[config.mk]
export PLATFORM = sky130hd
export DESIGN_NAME = spmv_ctrl
export DESIGN_NICKNAME = d
export VERILOG_FILES = /design/src/spmv_pkg.sv /design/src/spmv_ctrl.sv
export SDC_FILE = /design/constraint.sdc
export NUM_CORES = 1
export LEC_CHECK = 0
export ABC_CLOCK_PERIOD_IN_PS = 2600
export BUFFER_PORTS_ARGS = -buffer_cell sky130_fd_sc_hd__buf_2
export CAP_MARGIN = 0
export CORE_AREA = 2 2 39 41
export CTS_CLUSTER_DIAMETER = 200
export DETAILED_ROUTE_END_ITERATION = 7
export DIE_AREA = 0 0 41 43
export GPL_ROUTABILITY_DRIVEN = 0
export GPL_TIMING_DRIVEN = 0
export PLACE_DENSITY = 0.75
export SLEW_MARGIN = 20
export SYNTH_ARGS = -nofsm -noshare
export SYNTH_HDL_FRONTEND = slang
export SYNTH_SLANG_ARGS = --single-unit
export TNS_END_PERCENT = 30
[constraint.sdc]
create_clock -name clk -period 2.6 [get_ports clk]
set_input_delay 0 -clock clk [delete_from_list [all_inputs] [get_ports clk]]
set_output_delay 0 -clock clk [all_outputs]
set_load 0.01 [all_outputs]
[src/spmv_pkg.sv]
// ----------------------------------------------------------------------------
// spmv_pkg
// shared types and constants of the meeting-vertex shortest path block
// ----------------------------------------------------------------------------
package spmv_pkg;

    localparam int DEF_MAX_VERTICES = 256;
    localparam int DEF_MAX_EDGES    = 1024;
    localparam int DEF_WEIGHT_BITS  = 16;

    localparam int VERT_W  = 8;
    localparam int DIST_W  = 24;
    localparam int SUM_W   = 26;
    localparam int VCNT_W  = 9;
    localparam int KIND_W  = 2;
    localparam int IN_W    = 48;
    localparam int OUT_W   = 32;

    localparam logic [DIST_W-1:0] DIST_INF = '1;

    typedef enum logic [KIND_W-1:0] {
        KIND_ADD   = 2'd0,
        KIND_QUERY = 2'd1,
        KIND_CLEAR = 2'd2,
        KIND_NONE  = 2'd3
    } kind_t;

    typedef struct packed {
        logic load_edge;
        logic clear_store;
        logic start_query;
        logic pass_init;
        logic scan_start;
        logic scan_rd;
        logic scan_cmp;
        logic settle;
        logic edge_rd;
        logic edge_chk;
        logic edge_upd;
        logic acc_start;
        logic acc_rd;
        logic acc_wr;
        logic next_pass;
        logic fin_start;
        logic fin_rd;
        logic fin_cmp;
        logic emit;
    } cmd_t;

    typedef struct packed {
        logic v_end;
        logic e_end;
        logic best_none;
        logic edge_hit;
        logic last_pass;
        logic out_busy;
    } status_t;

endpackage

[src/spmv_ctrl.sv]
// ----------------------------------------------------------------------------
// spmv_ctrl
// sequencer for edge loads, store clears and the four shortest path passes of a query
// ----------------------------------------------------------------------------
module spmv_ctrl
    import spmv_pkg::*;
(
    input  logic                clk,
    input  logic                rst_n,
    input  logic                in_valid,
    input  logic [KIND_W-1:0]   in_kind,
    output logic                in_ready,
    input  status_t             status,
    output cmd_t                cmd
);

    typedef enum logic [3:0] {
        ST_IDLE,
        ST_PASS_INIT,
        ST_SCAN_RD,
        ST_SCAN_CMP,
        ST_EDGE_RD,
        ST_EDGE_CHK,
        ST_EDGE_UPD,
        ST_ACC_RD,
        ST_ACC_WR,
        ST_FIN_RD,
        ST_FIN_CMP,
        ST_DONE
    } state_t;

    state_t state_reg;
    state_t state_next;
    logic   ready_reg;
    logic   ready_next;

    assign in_ready = ready_reg;

    always_comb
    begin
        state_next = state_reg;
        cmd        = '0;
        unique case (state_reg)
            ST_IDLE:
            begin
                if (in_valid && ready_reg)
                begin
                    unique case (kind_t'(in_kind))
                        KIND_ADD:   cmd.load_edge = 1'b1;
                        KIND_CLEAR: cmd.clear_store = 1'b1;
                        KIND_QUERY:
                        begin
                            cmd.start_query = 1'b1;
                            state_next      = ST_PASS_INIT;
                        end
                        default: ;
                    endcase
                end
            end
            ST_PASS_INIT:
            begin
                cmd.pass_init = 1'b1;
                state_next    = ST_SCAN_RD;
            end
            ST_SCAN_RD:
            begin
                if (!status.v_end)
                begin
                    cmd.scan_rd = 1'b1;
                    state_next  = ST_SCAN_CMP;
                end
                else if (status.best_none)
                begin
                    cmd.acc_start = 1'b1;
                    state_next    = ST_ACC_RD;
                end
                else
                begin
                    cmd.settle = 1'b1;
                    state_next = ST_EDGE_RD;
                end
            end
            ST_SCAN_CMP:
            begin
                cmd.scan_cmp = 1'b1;
                state_next   = ST_SCAN_RD;
            end
            ST_EDGE_RD:
            begin
                if (status.e_end)
                begin
                    cmd.scan_start = 1'b1;
                    state_next     = ST_SCAN_RD;
                end
                else
                begin
                    cmd.edge_rd = 1'b1;
                    state_next  = ST_EDGE_CHK;
                end
            end
            ST_EDGE_CHK:
            begin
                cmd.edge_chk = 1'b1;
                state_next   = status.edge_hit ? ST_EDGE_UPD : ST_EDGE_RD;
            end
            ST_EDGE_UPD:
            begin
                cmd.edge_upd = 1'b1;
                state_next   = ST_EDGE_RD;
            end
            ST_ACC_RD:
            begin
                if (!status.v_end)
                begin
                    cmd.acc_rd = 1'b1;
                    state_next = ST_ACC_WR;
                end
                else if (status.last_pass)
                begin
                    cmd.fin_start = 1'b1;
                    state_next    = ST_FIN_RD;
                end
                else
                begin
                    cmd.next_pass = 1'b1;
                    state_next    = ST_PASS_INIT;
                end
            end
            ST_ACC_WR:
            begin
                cmd.acc_wr = 1'b1;
                state_next = ST_ACC_RD;
            end
            ST_FIN_RD:
            begin
                if (!status.v_end)
                begin
                    cmd.fin_rd = 1'b1;
                    state_next = ST_FIN_CMP;
                end
                else
                begin
                    state_next = ST_DONE;
                end
            end
            ST_FIN_CMP:
            begin
                cmd.fin_cmp = 1'b1;
                state_next  = ST_FIN_RD;
            end
            ST_DONE:
            begin
                if (!status.out_busy)
                begin
                    cmd.emit   = 1'b1;
                    state_next = ST_IDLE;
                end
            end
            default: state_next = ST_IDLE;
        endcase
        ready_next = (state_next == ST_IDLE);
    end

    always_ff @(posedge clk or negedge rst_n)
    begin
        if (!rst_n)
        begin
            state_reg <= ST_IDLE;
            ready_reg <= 1'b1;
        end
        else
        begin
            state_reg <= state_next;
            ready_reg <= ready_next;
        end
    end

endmodule

### After elaboration in Yosys (flattened, before gate mapping)

Index checks and enable logic that the tools add are counted.

| word-level totals | value |
|---|---|
| register bits | 5 |
| bits of input ports | 11 |
| word-level logic and storage cells | 62 |

| operators by class | value |
|---|---|
| equality and inequality tests | 13 |
| multiplexer cells | 42 |
| reductions and logical operators | 5 |

Operator list:

| kind | count |
|---|---|
| $pmux W4 S11 | 1 |
| $mux W1 | 28 |
| $mux W4 | 6 |
| $eq A4 B3 Y1 const B | 4 |
| $eq A4 B4 Y1 const B | 4 |
| $mux W3 | 3 |
| $eq A4 B2 Y1 const B | 2 |
| $logic_not A4 Y1 | 2 |
| $mux W2 | 4 |
| $eq A4 B1 Y1 const B | 1 |
| $eq A2 B1 Y1 const B | 1 |
| $eq A2 B2 Y1 const B | 1 |
| $logic_not A2 Y1 | 1 |
| $reduce_or A2 Y1 | 1 |
| $logic_and A1 B1 Y1 | 1 |

### Logic depth before layout (Yosys ltp)

| logic depth | value |
|---|---|
| word-level depth | 5 |
| gate-level depth with buffers | 7 |

### Worst setup path before layout

No wires, ideal clock.

| timing path | value |
|---|---|
| kind | reg2reg |
| start | reg state_reg[2] |
| end | reg ready_reg (netlist: in_ready) |
| arrival time | 1.256 ns |
| required time | 2.517 ns |
| setup slack | 1.260 ns |
| stages on the path, launching flop included | 7 |
| cells stage by stage | dfrtp_1 buf_6 nor2_1 nand4_1 nor3b_2 nand3b_1 nor4_2 |

| between the ends | value |
|---|---|
| longest elaborated chain between the ends | 4 |

RTL lines:

| what | RTL line | RTL |
|---|---|---|
| start: declaration | spmv_ctrl.sv:32 | `state_t state_reg;` |
| start signal: assignment | spmv_ctrl.sv:173 | `state_reg <= state_next;` |
| $eq A4 B2 Y1 or $eq A4 B1 Y1 (tied branches) | spmv_ctrl.sv:43 | `unique case (state_reg)` |
| $reduce_or A2 Y1 (no line) | n/a |  |
| $pmux W4 S11 (*) | spmv_ctrl.sv:43 |  |
| via state_next[0] | spmv_ctrl.sv:33 | `state_t state_next;` |
| $logic_not A4 Y1 (*) | spmv_ctrl.sv:161 | `ready_next = (state_next == ST_IDLE);` |
| via ready_next | spmv_ctrl.sv:35 | `logic ready_next;` |
| end signal: assignment | spmv_ctrl.sv:174 | `ready_reg <= ready_next;` |
| end: declaration | spmv_ctrl.sv:34 | `logic ready_reg;` |

Mark *: on every way through the listed nets, which the timed path passes. The rest lies on a longest branch.

==> results.yml <==
status:
  run_status: "finished, final reports clean"
yosys:
  synth_area_leader_cell: "dfrtp_1"
  netlist_instances: 69
  post_synth_main_area_contributors: "dfrtp_1 19%, buf_6 8.3%, nor2_1 6.9%, nor3_1 5.6%, dfstp_2 4.9%"
  synth_area_per_cell_um2: 7.834
  post_syn_nets: 80
  mapped_cell_area_um2: 540.5
  ys_seq_area_share_pct: 23.38
  yosys_register_bits: 5
  yosysWarningCount: 0
  ys_types: 32
  synth_top_area_share_pct: 18.52
placed_design:
  buffer_ports.inserted: 30
  hpwlAfterDp_um: 1027
  placedInstanceArea_um2: 710.7
cells_and_area:
  diodes: 0
  layout.area.seq_um2: 126.4
  drive_gt1_share_pct: 46.15
  fill_cells: 148
  nets: 116
  largest_register_ffs: 4
  multi_input_comb_area_um2: 345.3
  area_delta_synth_final_pct: 38.19
  post-route-cell-area_um2: 747.0
sta:
  final.min_clock_period_ps: 1461
  timing.final.hold_violations: 0
  worst_pin_slew_ps: 208.4
  layout_worst_path_cycle_share_pct: 56.20
  holdWs_ps: 90.48
  maxSlewViolCount: 0
  clock_skews_ps: 1.285
  tns_ps: 0
  finalSetupViolCount: 0
  rsz0062_at_grt: "no"
  timing.max_slew.rel_slack_pct: 85.99
  timing.fmax_mhz: 684.4
clocking:
  cts.sink_count: 5
  clk_pin_slew_ps: 50
  cts_bufs_inserted: 3
  clk_root_buffer_cell: "clkbuf_4"
  ctsHtreeMaxLevel: 1
  clock_network_latency_to_the_later_pin_of_the_worst_skew_pair_ps: 250
  cts.path.max_buffers: 2
  clock_tree_from_tritoncts: "built"
  number_of_gates_resized_after_cts: 0
  post-cts-setup-buffer-count: 0
floorplanning:
  dieArea_mm2: 0.001763
  die_height_um: 43
  initial_core_util_pct: 39.06
  ioPinCount: 31
  rows: 14
  die_w_um: 41
  core-area_mm2: 0.001384
setup_path:
  timing.setup.critical_path_class: "reg2out"
  worst_ep_required_time_ps: 2600
  worst_ep_arrival_time_ps: 1460
  worst_setup_path_end_kind: "output pin"
  largest_fanout_on_the_critical_path: 10
  crit_path_start_kind: "flip-flop"
route:
  routed_via_density: 5.267
  drt.antenna.violating_nets: 0
  detail_route.iter0.violations: 18
  wirelength_um: 1355
  drt_drc: 0
  wire_per_inst_um: 11.29
  route.vias.total: 632
  drtPass1Iterations: 4
global_route:
  antenna_found_initial: 0
  grt_pass1_wl_um: 2132
  first_global_vias: 523
  globalRoute.totalOverflow: 0
  grt_usage_pct: 17.86
  grt_max_degree: 11
job:
  max_cap_viol_count: 0
pwr:
  vdd_drop_max_v: 0.0005255
  static-leakage-power_nw: 0.3946
  power_density_mw_per_mm2: 874.9
min_path:
  worst_hold_path_type: "in2async"
## cells in the final DEF, fill, tap and decap left out, types with 2 or more instances in the layout
cell type / n
buf_2: 31
nor2_1: 10
nor3_1: 6
nand2_1: 5
buf_6: 4
a21oi_1: 4
dfrtp_1: 4
inv_1: 3
nand3_1: 3
clkbuf_4: 3
nand2b_2: 2
nor2b_1: 2
and3_1: 2
nor3b_1: 2
o21ai_0: 2
nand3b_1: 2
## cells in the mapped netlist
cell	n
o31a_1	1
nand4_1	1
or2b_1	1
a22o_1	1
nor4_2	1
inv_1	3
o31ai_1	1
nand3b_1	2
o221ai_2	1
o21ai_2	1
buf_4	1
nand2b_2	2
nand2_1	5
nand3_1	3
nor2b_1	2
nor3_1	6
dfstp_2	1
dfrtp_1	4
buf_2	1
and3_1	2
nor3b_2	1
and3_4	1
nor3_2	1
buf_6	4
mux2i_1	1
a21oi_1	4
o21ai_0	2
nand2b_1	1
nor2_1	10
a211o_1	1
nor3b_1	2
and2b_1	1
## logic make-up (layout without fill, tap and decap cells)
group | Yosys count | count (layout) | synth area share (%)
AND/OR/NAND/NOR | 42 | 42 | 45.83
flip-flops | 5 | 5 | 23.38
AO/OA/AOI/OAI | 12 | 12 | 16.20
multiplexers | 1 | 1 | 1.852
buffers and inverters | 9 | 44 | 12.73
## worst paths after layout
path / cells after the start / from / slack [ps] / endpoint
worst min-delay path: 2 / rst_n / 90 / state_reg[3]
worst max-delay path: 5 / state_reg[2] / 1140 / cmd[17]
worst max register to register: 6 / state_reg[3] / 1190 / in_ready
worst min register to register: 2 / state_reg[1] / 740 / state_reg[1]
max in group asynchronous: 2 / rst_n / 2300 / in_ready
min in group clk: 3 / in_kind[1] / 150 / state_reg[0]
## report_power, final
| group | internal [W] | leakage, nW | switching (W) | total (W) |
|---|---|---|---|---|
| Clock | 0.0000583 | 0.0150 | 0.0000355 | 0.0000938 |
| Sequential | 0.000115 | 0.0623 | 0.0000232 | 0.000139 |
| Combinational | 0.000187 | 0.317 | 0.000234 | 0.000421 |
| Total | 0.000361 | 0.395 | 0.000293 | 0.000654 |
## worst max-delay path, cell delays in order (launching register included)
cell	delay [ps]
dfrtp_1	380
buf_6	140
nor2_1	140
nand4_1	180
nor3b_1	220
buf_2	150
## timing repair
| item | in CTS | in global routing |
|---|---|---|
| setup endpoints to repair | 0 | 0 |
| endpoints found under the hold margin | 5 | 0 |
| hold buffers | 1 | 0 |
## metrics by stage
| step | power (W) | setup slack, ps | std cells | utilization, % |
|---|---|---|---|---|
| floorplan | 0.0004563 | 1260 | 69 | - |
| global placement | 0.0005534 | 1201 | 115 | 51.36 |
| detailed placement | 0.0005576 | 1196 | 115 | 51.36 |
| CTS | 0.0006594 | 1115 | 120 | 53.98 |
| global route | 0.0007138 | 1023 | 120 | 53.98 |
| finish | 0.0006535 | 1139 | 120 | 53.98 |
## final cells by class
| type | instances | share of cell area, % |
|---|---|---|
| Buffer | 6 | 7.705 |
| Clock buffer | 4 | 3.518 |
| Inverter | 3 | 1.508 |
| Multi-Input combinational cell | 55 | 46.23 |
| Sequential cell | 5 | 16.92 |
| Tap cell | 16 | 2.680 |
| Timing Repair Buffer | 31 | 21.44 |
## layer usage
metal / GRT usage, % / share of wire [%]
met2: 26.25 / 49
met1: 23.53 / 44
met5: 0 / 0
met3: 6.283 / 7.0
met4: 6.000 / 0
Note: power is estimated with default switching activity, not from simulation.
